**config.mk**
```make
export PLATFORM = sky130hd
export DESIGN_NAME = sobel_edge_magnitude
export DESIGN_NICKNAME = d
export VERILOG_FILES = /design/src/design/sobm_pkg.sv /design/src/design/sobm_mag.sv /design/src/design/sobel_edge_magnitude.sv
export SDC_FILE = /design/constraint.sdc
export NUM_CORES = 2
export LEC_CHECK = 0
export ABC_AREA = 1
export BUFFER_PORTS_ARGS = -buffer_cell sky130_fd_sc_hd__buf_2
export CAP_MARGIN = 10
export CORE_ASPECT_RATIO = 2
export CORE_MARGIN = 10
export CORE_UTILIZATION = 50
export DETAILED_ROUTE_END_ITERATION = 10
export GPL_ROUTABILITY_DRIVEN = 0
export PLACE_DENSITY = 0.73
export SETUP_SLACK_MARGIN = 0.02
export SLEW_MARGIN = 20
export SYNTH_ARGS = -nofsm -noshare
export SYNTH_HDL_FRONTEND = slang
export SYNTH_SLANG_ARGS = --single-unit
```
**constraint.sdc**
```tcl
create_clock -name i_clk -period 6.1 [get_ports i_clk]
set_input_delay 1.83 -clock i_clk [delete_from_list [all_inputs] [get_ports i_clk]]
set_output_delay 1.83 -clock i_clk [all_outputs]
set_load 0.01 [all_outputs]
```
**src/design/sobm_pkg.sv**
```systemverilog
// Shared types, constants and helpers for the Sobel edge magnitude block.
`default_nettype none

package sobm_pkg;

    // Frame geometry defaults and window size
    localparam int IMAGE_WIDTH_DEF  = 180;
    localparam int IMAGE_HEIGHT_DEF = 120;
    localparam int KERNEL_SIZE      = 3;
    localparam int TAP_COUNT        = KERNEL_SIZE * KERNEL_SIZE;

    // Pixel and mask widths
    localparam int PIX_W   = 16;
    localparam int GRAY_W  = 5;
    localparam int COEF_W  = 7;
    localparam int MASK_W  = COEF_W * TAP_COUNT;
    localparam int PROD_W  = GRAY_W + COEF_W;
    localparam int GRAD_W  = 16;
    localparam int TAP_W   = 4;
    localparam int OROW_W  = 7;
    localparam int OCOL_W  = 8;

    // Magnitude path: sum of squares, scaled root, result
    localparam int SQ_W       = 30;
    localparam int ROOT_W     = 26;
    localparam int MAG_W      = 13;
    localparam int ROOT_STEPS = 13;
    localparam int STEP_W     = 4;
    localparam logic [ROOT_W-1:0] ROOT_BIT0 = ROOT_W'(1) << (2 * (ROOT_STEPS - 1));
    localparam int SHIFT_MID  = 6;
    localparam int SHIFT_HIGH = 11;

    // Configuration port
    localparam int APB_ADDR_W  = 4;
    localparam int APB_DATA_W  = 64;
    localparam int REG_IDX_BIT = 3;
    localparam logic REG_MASK_X = 1'b0;
    localparam logic REG_MASK_Y = 1'b1;

    typedef struct packed {
        logic [PIX_W-1:0] pixel_in;
        logic             frame_start;
    } t_pix_in;

    typedef struct packed {
        logic [PIX_W-1:0]  pixel_out;
        logic [OROW_W-1:0] out_row;
        logic [OCOL_W-1:0] out_col;
        logic              frame_done;
    } t_pix_out;

    typedef enum logic [2:0] {
        SEQ_IDLE,
        SEQ_SHIFT,
        SEQ_MAC,
        SEQ_START,
        SEQ_WAIT,
        SEQ_OUT
    } t_seq_state;

    typedef enum logic [1:0] {
        MAG_IDLE,
        MAG_SQY,
        MAG_SUM,
        MAG_ROOT
    } t_mag_state;

    // Pick coefficient k out of a packed mask
    function automatic logic signed [COEF_W-1:0] coef_at(
        input logic [MASK_W-1:0] mask_bits,
        input logic [TAP_W-1:0]  k
    );
        logic [MASK_W-1:0] sh;
        sh = mask_bits >> (COEF_W * int'(k));
        return sh[COEF_W-1:0];
    endfunction

    // Replicate the magnitude at bits 0, 6 and 11, truncated
    function automatic logic [PIX_W-1:0] pack_mag(input logic [MAG_W-1:0] m);
        logic [PIX_W-1:0] w;
        w = PIX_W'(m);
        return w | (w << SHIFT_MID) | (w << SHIFT_HIGH);
    endfunction

endpackage

`default_nettype wire

```
**src/design/sobm_mag.sv**
```systemverilog
// Magnitude unit: shared squarer, then bit-per-cycle root of (gx^2+gy^2)/10.
`default_nettype none

module sobm_mag (
    input  wire logic                                  i_clk,
    input  wire logic                                  i_rst_n,
    input  wire logic                                  i_start,
    input  wire logic signed [sobm_pkg::GRAD_W-1:0]    i_gx,
    input  wire logic signed [sobm_pkg::GRAD_W-1:0]    i_gy,
    output logic                                       o_done,
    output logic [sobm_pkg::MAG_W-1:0]                 o_mag
);
    import sobm_pkg::*;

    t_mag_state r_state, n_state;

    logic [SQ_W-1:0]     r_prod;
    logic [SQ_W-1:0]     r_rem;
    logic [ROOT_W-1:0]   r_res;
    logic [ROOT_W-1:0]   r_bit;
    logic [STEP_W-1:0]   r_step;
    logic                r_done;

    logic signed [GRAD_W-1:0]   sq_in;
    logic signed [2*GRAD_W-1:0] sq_full;
    logic [ROOT_W-1:0]          trial;
    logic [SQ_W-1:0]            trial10;
    logic                       fits;
    logic                       last_step;

    // One squarer serves both gradients
    assign sq_in   = (r_state == MAG_IDLE) ? i_gx : i_gy;
    assign sq_full = sq_in * sq_in;

    // Compare against 10*(res+bit): the root of sum/10 without a divider
    assign trial     = r_res | r_bit;
    assign trial10   = SQ_W'({trial, 3'b000}) + SQ_W'({trial, 1'b0});
    assign fits      = (r_rem >= trial10);
    assign last_step = (r_step == STEP_W'(ROOT_STEPS - 1));

    always_comb begin
        n_state = r_state;
        case (r_state)
            MAG_IDLE: begin
                if (i_start) begin
                    n_state = MAG_SQY;
                end
            end
            MAG_SQY:  n_state = MAG_SUM;
            MAG_SUM:  n_state = MAG_ROOT;
            MAG_ROOT: begin
                if (last_step) begin
                    n_state = MAG_IDLE;
                end
            end
            default:  n_state = MAG_IDLE;
        endcase
    end

    always_ff @(posedge i_clk) begin
        if (!i_rst_n) begin
            r_state <= MAG_IDLE;
            r_done  <= 1'b0;
        end else begin
            r_state <= n_state;
            r_done  <= (r_state == MAG_ROOT) && last_step;
        end
    end

    always_ff @(posedge i_clk) begin
        case (r_state)
            MAG_IDLE: begin
                r_prod <= sq_full[SQ_W-1:0];
            end
            MAG_SQY: begin
                r_rem  <= r_prod;
                r_prod <= sq_full[SQ_W-1:0];
            end
            MAG_SUM: begin
                r_rem  <= r_rem + r_prod;
                r_res  <= '0;
                r_bit  <= ROOT_BIT0;
                r_step <= '0;
            end
            MAG_ROOT: begin
                if (fits) begin
                    r_rem <= r_rem - trial10;
                    r_res <= (r_res >> 1) + r_bit;
                end else begin
                    r_res <= r_res >> 1;
                end
                r_bit  <= r_bit >> 2;
                r_step <= r_step + STEP_W'(1);
            end
            default: begin
                r_prod <= r_prod;
            end
        endcase
    end

    assign o_done = r_done;
    assign o_mag  = r_res[MAG_W-1:0];

endmodule

`default_nettype wire

```
**src/design/sobel_edge_magnitude.sv**
```systemverilog
// Top level: line store, 3x3 window, mask MAC sequencer and output register.
`default_nettype none

// Streaming 3x3 edge magnitude over RGB565 frames in raster order, IMAGE_WIDTH
// pixels per row and IMAGE_HEIGHT rows per frame; the gray value is the blue
// field, bits 4:0. Two programmable signed 3x3 masks (written over the APB
// port at byte addresses 0 and 8) give gx and gy, and the result is
// m = floor(sqrt((gx*gx + gy*gy) / 10)) replicated at bits 0, 6 and 11, with
// the row and column of the center pixel, one pixel up and to the left of the
// incoming one. Pixels whose arrival lands in the first two rows or columns
// give no result; such a pixel passes only the accept and the window shift. A
// pixel that gives one, while the output register is free, passes the accept,
// the window shift, the tap-by-tap multiply-accumulate of both masks, the
// shared squarer and adder, the one-bit-per-cycle root unit, the hand-over of
// the root and the load of the output register. Input stall stays high from
// the cycle after the accept until that load, and longer while a held result
// blocks the output register. A finished result waits in the output register
// while the next pixel is taken.
module sobel_edge_magnitude #(
    parameter int IMAGE_WIDTH  = sobm_pkg::IMAGE_WIDTH_DEF,
    parameter int IMAGE_HEIGHT = sobm_pkg::IMAGE_HEIGHT_DEF
) (
    input  wire logic                                i_clk,
    input  wire logic                                i_rst_n,
    // pixel input channel
    input  wire logic                                i_in_valid,
    output logic                                     o_in_stall,
    input  wire sobm_pkg::t_pix_in                   i_in_data,
    // result channel
    output logic                                     o_out_valid,
    input  wire logic                                i_out_stall,
    output sobm_pkg::t_pix_out                       o_out_data,
    // configuration port
    input  wire logic                                psel,
    input  wire logic                                penable,
    input  wire logic                                pwrite,
    input  wire logic [sobm_pkg::APB_ADDR_W-1:0]     paddr,
    input  wire logic [sobm_pkg::APB_DATA_W-1:0]     pwdata,
    output logic [sobm_pkg::APB_DATA_W-1:0]          prdata,
    output logic                                     pready
);
    import sobm_pkg::*;

    localparam int COL_W = $clog2(IMAGE_WIDTH);
    localparam int ROW_W = $clog2(IMAGE_HEIGHT);
    localparam logic [COL_W-1:0] COL_LAST  = COL_W'(IMAGE_WIDTH - 1);
    localparam logic [ROW_W-1:0] ROW_LAST  = ROW_W'(IMAGE_HEIGHT - 1);
    localparam logic [COL_W-1:0] COL_FIRST = COL_W'(KERNEL_SIZE - 1);
    localparam logic [ROW_W-1:0] ROW_FIRST = ROW_W'(KERNEL_SIZE - 1);
    localparam logic [TAP_W-1:0] TAP_LAST  = TAP_W'(TAP_COUNT - 1);
    localparam int LS_W = 2 * GRAY_W;

    t_seq_state r_state, n_state;

    logic [MASK_W-1:0] r_mask_x;
    logic [MASK_W-1:0] r_mask_y;

    // each entry: older row in the upper half, previous row in the lower half
    logic [LS_W-1:0]   line_mem [IMAGE_WIDTH];
    logic [LS_W-1:0]   r_ls_rd;

    logic [GRAY_W-1:0] r_win [TAP_COUNT];
    logic [GRAY_W-1:0] r_gray;
    logic [COL_W-1:0]  r_col;
    logic [ROW_W-1:0]  r_row;
    logic [TAP_W-1:0]  r_tap;

    logic signed [GRAD_W-1:0] r_gx;
    logic signed [GRAD_W-1:0] r_gy;

    logic [OROW_W-1:0] r_res_row;
    logic [OCOL_W-1:0] r_res_col;
    logic              r_res_done;

    logic              r_out_valid;
    t_pix_out          r_out;

    logic              in_accept;
    logic              cfg_write;
    logic              emit;
    logic [COL_W-1:0]  rd_addr;
    logic              mag_start;
    logic              mag_done;
    logic [MAG_W-1:0]  mag;
    logic              out_free;
    logic              out_load;

    logic [GRAY_W-1:0]        tap_pix;
    logic signed [COEF_W-1:0] cx;
    logic signed [COEF_W-1:0] cy;
    logic signed [PROD_W-1:0] px;
    logic signed [PROD_W-1:0] py;

    assign in_accept = i_in_valid && !o_in_stall;
    assign rd_addr   = i_in_data.frame_start ? '0 : r_col;
    assign emit      = (r_row >= ROW_FIRST) && (r_col >= COL_FIRST);
    assign out_free  = !r_out_valid || !i_out_stall;

    // ---------------- configuration port ----------------
    assign pready    = 1'b1;
    assign cfg_write = psel && penable && pwrite && pready;

    always_ff @(posedge i_clk) begin
        if (!i_rst_n) begin
            r_mask_x <= '0;
            r_mask_y <= '0;
        end else if (cfg_write) begin
            case (paddr[REG_IDX_BIT])
                REG_MASK_X: r_mask_x <= pwdata[MASK_W-1:0];
                REG_MASK_Y: r_mask_y <= pwdata[MASK_W-1:0];
                default:    r_mask_x <= r_mask_x;
            endcase
        end
    end

    always_comb begin
        case (paddr[REG_IDX_BIT])
            REG_MASK_X: prdata = APB_DATA_W'(r_mask_x);
            REG_MASK_Y: prdata = APB_DATA_W'(r_mask_y);
            default:    prdata = '0;
        endcase
    end

    // ---------------- sequencer ----------------
    always_comb begin
        n_state   = r_state;
        mag_start = 1'b0;
        out_load  = 1'b0;
        case (r_state)
            SEQ_IDLE: begin
                if (in_accept) begin
                    n_state = SEQ_SHIFT;
                end
            end
            SEQ_SHIFT: begin
                n_state = emit ? SEQ_MAC : SEQ_IDLE;
            end
            SEQ_MAC: begin
                if (r_tap == TAP_LAST) begin
                    n_state = SEQ_START;
                end
            end
            SEQ_START: begin
                mag_start = 1'b1;
                n_state   = SEQ_WAIT;
            end
            SEQ_WAIT: begin
                if (mag_done) begin
                    n_state = SEQ_OUT;
                end
            end
            SEQ_OUT: begin
                // hold the result until the output register frees up
                if (out_free) begin
                    out_load = 1'b1;
                    n_state  = SEQ_IDLE;
                end
            end
            default: n_state = SEQ_IDLE;
        endcase
    end

    assign o_in_stall = (r_state != SEQ_IDLE);

    always_ff @(posedge i_clk) begin
        if (!i_rst_n) begin
            r_state <= SEQ_IDLE;
        end else begin
            r_state <= n_state;
        end
    end

    // ---------------- line store ----------------
    always_ff @(posedge i_clk) begin
        if (in_accept) begin
            r_ls_rd <= line_mem[rd_addr];
        end
        if (r_state == SEQ_SHIFT) begin
            line_mem[r_col] <= {r_ls_rd[GRAY_W-1:0], r_gray};
        end
    end

    // ---------------- position counters and window ----------------
    always_ff @(posedge i_clk) begin
        if (!i_rst_n) begin
            r_col <= '0;
            r_row <= '0;
            for (int t = 0; t < TAP_COUNT; t++) begin
                r_win[t] <= '0;
            end
        end else begin
            if (in_accept && i_in_data.frame_start) begin
                r_col <= '0;
                r_row <= '0;
            end else if (r_state == SEQ_SHIFT) begin
                if (r_col == COL_LAST) begin
                    r_col <= '0;
                    r_row <= (r_row == ROW_LAST) ? '0 : r_row + ROW_W'(1);
                end else begin
                    r_col <= r_col + COL_W'(1);
                end
            end
            if (r_state == SEQ_SHIFT) begin
                // advance the window one column; top row is the oldest
                for (int i = 0; i < KERNEL_SIZE; i++) begin
                    for (int j = 0; j < KERNEL_SIZE - 1; j++) begin
                        r_win[i*KERNEL_SIZE + j] <= r_win[i*KERNEL_SIZE + j + 1];
                    end
                end
                r_win[KERNEL_SIZE - 1]       <= r_ls_rd[LS_W-1:GRAY_W];
                r_win[2*KERNEL_SIZE - 1]     <= r_ls_rd[GRAY_W-1:0];
                r_win[KERNEL_SIZE*KERNEL_SIZE - 1] <= r_gray;
            end
        end
    end

    always_ff @(posedge i_clk) begin
        if (in_accept) begin
            r_gray <= i_in_data.pixel_in[GRAY_W-1:0];
        end
        if (r_state == SEQ_SHIFT) begin
            r_res_row  <= OROW_W'(r_row - ROW_W'(1));
            r_res_col  <= OCOL_W'(r_col - COL_W'(1));
            r_res_done <= (r_row == ROW_LAST) && (r_col == COL_LAST);
        end
    end

    // ---------------- tap-serial multiply-accumulate ----------------
    assign tap_pix = r_win[r_tap];
    assign cx      = coef_at(r_mask_x, r_tap);
    assign cy      = coef_at(r_mask_y, r_tap);
    assign px      = $signed({1'b0, tap_pix}) * cx;
    assign py      = $signed({1'b0, tap_pix}) * cy;

    always_ff @(posedge i_clk) begin
        if (!i_rst_n) begin
            r_tap <= '0;
        end else if (r_state == SEQ_MAC) begin
            r_tap <= (r_tap == TAP_LAST) ? '0 : r_tap + TAP_W'(1);
        end else begin
            r_tap <= '0;
        end
    end

    always_ff @(posedge i_clk) begin
        if (r_state == SEQ_SHIFT) begin
            r_gx <= '0;
            r_gy <= '0;
        end else if (r_state == SEQ_MAC) begin
            r_gx <= r_gx + {{(GRAD_W-PROD_W){px[PROD_W-1]}}, px};
            r_gy <= r_gy + {{(GRAD_W-PROD_W){py[PROD_W-1]}}, py};
        end
    end

    sobm_mag u_mag (
        .i_clk   (i_clk),
        .i_rst_n (i_rst_n),
        .i_start (mag_start),
        .i_gx    (r_gx),
        .i_gy    (r_gy),
        .o_done  (mag_done),
        .o_mag   (mag)
    );

    // ---------------- output register ----------------
    always_ff @(posedge i_clk) begin
        if (!i_rst_n) begin
            r_out_valid <= 1'b0;
        end else if (out_load) begin
            r_out_valid <= 1'b1;
        end else if (!i_out_stall) begin
            r_out_valid <= 1'b0;
        end
    end

    always_ff @(posedge i_clk) begin
        if (out_load) begin
            r_out.pixel_out  <= pack_mag(mag);
            r_out.out_row    <= r_res_row;
            r_out.out_col    <= r_res_col;
            r_out.frame_done <= r_res_done;
        end
    end

    assign o_out_valid = r_out_valid;
    assign o_out_data  = r_out;

endmodule

`default_nettype wire

```
# After elaboration in Yosys (flattened, before gate mapping)
# Memory sizes are Yosys's and may differ from the RTL's. A register that Yosys moved wholly into a read port is not among the register bits.
# Cells that the tools add are included.
[word_totals]
out_inout_bits = 99
latchBits = 0
regBits = 353
mem_bits_ro = 0
inputBits = 92
n_memories = 2
mem_bits_rw = 1845
elab_cells = 147
[memory_table]
columns = ["name", "words", "word_bits", "rd", "rd_ports_with_merged_regs", "wr", "line", "source"]
rows = [
  ["line_mem", 180, 10, 1, 1, 1, "sobel_edge_magnitude.sv:59", "logic [LS_W-1:0] line_mem [IMAGE_WIDTH];"],
  ["r_win", 9, 5, 7, 1, 9, "sobel_edge_magnitude.sv:62", "logic [GRAY_W-1:0] r_win [TAP_COUNT];"],
]
[classes]
add_sub_neg = 12
eq_ne = 20
n_reduce_logical = 25
multipliers = 4
bitwise_logic = 15
n_div = 0
n_lt_le_gt_ge = 3
mux = 40
shifts = 2
[op_table]
columns = ["cell", "n"]
rows = [
  ["one-hot mux 64 bit (2 select lines)", 1],
  [">> shifter 63 x 7 -> 7 bit", 2],
  ["one-hot mux 26 bit (2 select lines)", 2],
  ["one-hot mux 30 bit (3 select lines)", 1],
  ["2-to-1 mux 5 bit", 9],
  ["adder 16 bit", 2],
  ["adder 29 x 27 -> 30 bit", 1],
  ["adder 30 bit", 1],
  [">= comparator 30 bit", 1],
  ["multiplier 16 x 16 -> 30 bit", 1],
  ["2-to-1 mux 30 bit", 1],
  ["subtractor 30 bit", 1],
  ["adder 25 x 26 -> 26 bit", 1],
  ["2-to-1 mux 26 bit", 1],
  ["bitwise OR 26 bit", 1],
  ["multiplier 6 x 7 -> 12 bit", 2],
  ["one-hot mux 3 bit (6 select lines)", 1],
  ["2-to-1 mux 16 bit", 1],
  ["2-to-1 mux 8 bit", 2],
  ["bitwise OR 13 x 16 -> 16 bit", 1],
  ["bitwise OR 16 bit", 1],
  ["2-to-1 mux 3 bit", 4],
  ["2-to-1 mux 1 bit", 10],
  ["!= test 2 x 1 -> 1 bit, second input constant", 5],
  ["other kinds (35)", 68],
]

# Longest topological paths before layout
[logic_depth]
word_depth = 5
ltp_mapped = 36
mapped_depth_nobuf = 34

# By module
# A second synthesis with hierarchy kept.
[unflattened]
cells_unflattened = 11764
hier_area_um2 = 113751.6
[modules_own_cells]
columns = ["module", "area_per_inst_um2", "instances", "seq_area_each_um2", "cells_each"]
rows = [
  ["sobel_edge_magnitude", 93288.2, 1, 60918.4, 8865],
  ["sobm_mag", 20463.4, 1, 3123.0, 2899],
]

# Worst setup path before layout
# OpenSTA, ideal clock, no wires.
[synth_timing]
kind = "register -> register"
start = "register u_mag.r_state[0]"
end = "register u_mag.r_prod[29] (data pin)"
arrival_ps = 6331
setup_slack_ps = -483
setup_time_ps = 252
path_stages_with_launch = 29
t_required_ps = 5848
path_cell_list = "dfxtp_1 -> inv_1 -> ha_1 -> buf_2 -> buf_2 -> o21ai_0 -> clkinv_1 -> nor2_1 -> inv_1 -> fa_1 -> inv_1 -> fa_1 -> inv_1 -> fa_1 -> inv_1 -> fa_1 -> inv_1 -> fa_1 -> inv_1 -> fa_1 -> ha_1 -> inv_1 -> nor3_1 -> nand4_1 -> or2_2 -> nand3_1 -> inv_1 -> nand2_1 -> nand2_1"
[synth_between]
elab_chain_len = 3
[synth_rtl]
columns = ["item", "line", "source"]
rows = [
  ["start, declared", "sobm_mag.sv:15", "t_mag_state r_state, n_state;"],
  ["start signal, assigned", "sobm_mag.sv:65", "r_state <= n_state;"],
  ["zero test 2 bit", "sobm_mag.sv:32", "assign sq_in = (r_state == MAG_IDLE) ? i_gx : i_gy;"],
  ["2-to-1 mux 16 bit", "sobm_mag.sv:32", ""],
  ["multiplier 16 x 16 -> 30 bit", "sobm_mag.sv:33", "assign sq_full = sq_in * sq_in;"],
  ["named net u_mag.sq_full[29]", "sobm_mag.sv:25", "logic signed [2*GRAD_W-1:0] sq_full;"],
  ["end signal, assigned", "sobm_mag.sv:73", "r_prod <= sq_full[SQ_W-1:0];"],
  ["end signal, assigned", "sobm_mag.sv:77", "r_prod <= sq_full[SQ_W-1:0];"],
  ["end signal, assigned", "sobm_mag.sv:96", "r_prod <= r_prod;"],
  ["end, declared", "sobm_mag.sv:17", "logic [SQ_W-1:0] r_prod;"],
]
# The timed path passes the listed nets, and every way through them passes these cells.
# A chain may end at the register's enable or synchronous reset.

# Final worst setup path
[layout_timing]
start = "register u_mag.r_state[0]"
end = "register u_mag.r_prod[28] (data pin)"
# The elaborated chain is that of the path after synthesis.

==> results.cfg <==
[status]
outcome = finished with violations
failed_checks = negative setup slack

[clock_network]
cts.root.buffer_cell = clkbuf_16
clk_path_buf_depth = 4
cts_tree = done
clock-sinks = 2194
htree_levels = 4
clock_latency_ns = 0.89
path_clk_slew_ns = 0.07
cts_made_buffers = 190

[sta]
setup_ws_ns = -0.271
hold_slack_ns = 0.429
slew_headroom_pct = 21.1
max_freq_mhz = 157
rsz0062_at_grt = true
tightest_slew_ns = 1.18
drv_slew = 0
skew_ns = 0.0908
hold_viol_final = 0
finalSetupViolations = 13
fin_crit_sh_pct = 104
finalCriticalPeriod_ns = 6.37

[synthesis]
synthFlopType = edfxtp_1
synth_largest_area_cell = edfxtp_1
synth_area_leaders = edfxtp_1, nand2_1, nand3_1, inv_1, fa_1
synth_top_area_share_pct = 54.0
syn_area_um2 = 112000
synth.most_common_cell = nand2_1
ys_ff_latch = 2194
seq_area_frac_synth_pct = 57.3
synthArstFlopShare_pct = 0
synth_common_cells = nand2_1, edfxtp_1, inv_1, nand3_1, nor2_1
ys_types = 57
syn-num-nets = 11900
synth_edf_count = 2010
synthCells = 11300
avgSynthCellArea_um2 = 9.88
yosysWarnings = 0

[worst_setup_path]
r2r-start = u_mag.r_state[0]$_SDFFE_PN0P_
cp-end-kind = flop
r2r_slack_ns = -0.27
cp_data_required_time_ns = 6.65
worstSetupStartpointType = flop
r2r-end = u_mag.r_prod[28]$_DFFE_PP_
ff2ff_path_depth = 27
path_max_fanout = 7
worst_ep_arrival_time_ns = 6.92
path_class = reg -> reg

[detailed_routing]
drc = 0
first_pass_iters = 9
wl_mm = 329
drt-initial-drc-count = 7928
drtAntennaViolNets = 0
wl_per_cell_um = 22.3
vias_per_cell = 5.71
vias = 84100

[floorplanning]
die_w_um = 354
core.rowCount = 245
dieHeight_um = 689
ioPinCount = 191
start_util_pct = 50.2
die-area_um2 = 244000
core_um2 = 223000

[global_routing]
grt_first_pass_wirelength_mm = 490
grt_max_degree = 182
grt-ovfl-total = 0
grt_pass1_vias = 84800
antenna_found_initial = 9
gr-usage-all-layers_pct = 26.0

[placement]
place_inst = 14300
portBuffers = 173
place_area_um2 = 118000
dp_hpwl_mm = 215

[cells_and_area]
area_growth_pct = 12.9
final_layout_size_suffix_gt1_share_pct = 11.8
final_nets = 12300
fillCellCount = 17900
final_core_util_pct = 56.7
design_area_um2 = 126000
layout.cells.non_filler = 14700

[min_path]
min_path_type = reg -> reg
min_to = o_out_data[2]$_DFFE_PP_
holdPathStages = 0
min_from = r_res_col[1]$_DFFE_PP_

[power]
finalPower_mw = 41.7
p_leak_nw = 51.4
power_density_nw_per_um2 = 330
ir_worst_vdd_v = 0.000283

[run]
drv_cap = 0
==> power breakdown <==
part | internal (mW) | switching [mW] | total [mW]
clock | 6.87 | 5.43 | 12.3
sequential | 17.5 | 0.385 | 17.8
combinational | 3.70 | 7.89 | 11.6
total | 28.0 | 13.7 | 41.7
==> worst max-delay path, stage by stage, from the launching register on <==
cell	delay, ns
dfxtp_2	0.36
inv_4	0.06
ha_4	0.21
buf_16	0.17
o21ai_4	0.20
clkinv_4	0.12
buf_4	0.15
nor2_1	0.14
ha_1	0.26
inv_2	0.12
xor2_4	0.25
fa_2	0.54
fa_1	0.54
inv_1	0.06
fa_2	0.47
fa_1	0.49
inv_1	0.05
fa_1	0.50
inv_2	0.05
ha_4	0.31
nand2_4	0.08
nor3_4	0.21
nand4_1	0.17
nand3_4	0.17
a21o_1	0.16
nand2_1	0.07
nand3_1	0.07
nand2_1	0.07
==> metal layers <==
| layer | GRT usage, % | part of all wire (%) |
|---|---|---|
| met1 | 25.7 | 31 |
| met5 | 0 | 0.015 |
| met4 | 23.3 | 10 |
| met2 | 46.4 | 51 |
| met3 | 4.26 | 7.2 |
==> worst max-delay path by stage <==
stage / from / endpoint / slack, ns / depth (start not counted)
after floorplan: u_mag.r_state[0]$_SDFFE_PN0P_ / u_mag.r_prod[29]$_DFFE_PP_ / -0.02 / 24
after global placement: u_mag.r_state[0]$_SDFFE_PN0P_ / u_mag.r_prod[29]$_DFFE_PP_ / -0.32 / 26
after detailed placement: u_mag.r_state[0]$_SDFFE_PN0P_ / u_mag.r_prod[28]$_DFFE_PP_ / -0.42 / 27
after CTS: u_mag.r_state[0]$_SDFFE_PN0P_ / u_mag.r_prod[29]$_DFFE_PP_ / -0.13 / 28
after global routing: u_mag.r_state[0]$_SDFFE_PN0P_ / u_mag.r_prod[28]$_DFFE_PP_ / -0.52 / 30
final: u_mag.r_state[0]$_SDFFE_PN0P_ / u_mag.r_prod[28]$_DFFE_PP_ / -0.27 / 27
==> cells in the final DEF (no fill, tap or decap), types with 52 or more instances in the layout <==
cell / instances
inv_1: 1607
or2_2: 116
buf_4: 416
edfxtp_1: 2010
o211ai_1: 326
ha_1: 233
or2_1: 230
a21oi_1: 327
nor2_1: 684
xor2_1: 74
nand2_1: 2152
buf_2: 173
dfxtp_1: 181
xnor2_1: 52
clkbuf_16: 192
nand3_1: 1478
o21ai_0: 430
fa_1: 241
==> repair_timing <==
item	4_1_cts	5_1_grt
pin swaps	45	125
gates resized for setup	172	242
hold buffers	0	0
setup endpoints to repair	18	31
gates cloned	3	0
endpoints found under the hold margin	0	0
buffers inserted	27	37
==> per-stage QoR <==
stage | TNS [ns] | setup slack, ns
6_report | -1.95 | -0.271
5_1_grt | -5.29 | -0.515
4_1_cts | -0.418 | -0.134
3_5_place_dp | -3.57 | -0.421
3_3_place_gp | -2.37 | -0.318
2_1_floorplan | -0.0186 | -0.0186
==> kinds of logic (layout without fill, tap and decap cells) <==
kind of cell	count (synthesis)	count (layout)	synth area share [%]
xor+xnor	130	130	1.02
simple gates	4927	4927	19.3
buf+inv	2236	2689	7.82
flops	2194	2194	57.3
fa+ha+maj	531	531	7.75
other cells	2	5	0.00672
compound gates	1297	1297	6.82
==> registers in the layout, summed over array words and instances (netlist names), 5 cells and up <==
register	flops
line_mem	1800
r_mask_x	63
r_mask_y	63
r_win	45
o_out_data	32
u_mag.r_rem	30
u_mag.r_prod	29
u_mag.r_res	26
r_gx	16
r_gy	16
u_mag.r_bit	13
r_ls_rd	10
r_col	8
r_res_col	8
r_res_row	7
r_row	7
r_gray	5
==> layout make-up <==
type | count | area, um2 | area share, %
diodes | 3 | 7.51 | 0.00594
clock buffers | 233 | 4980 | 3.95
clock inverters | 101 | 1180 | 0.935
inverters | 1676 | 6360 | 5.03
multi-input cells | 6887 | 40500 | 32.1
flip-flops and latches | 2194 | 64000 | 50.7
well taps | 2964 | 3710 | 2.94
repair buffers | 679 | 5470 | 4.33
Power figures use the tool's default switching activity.
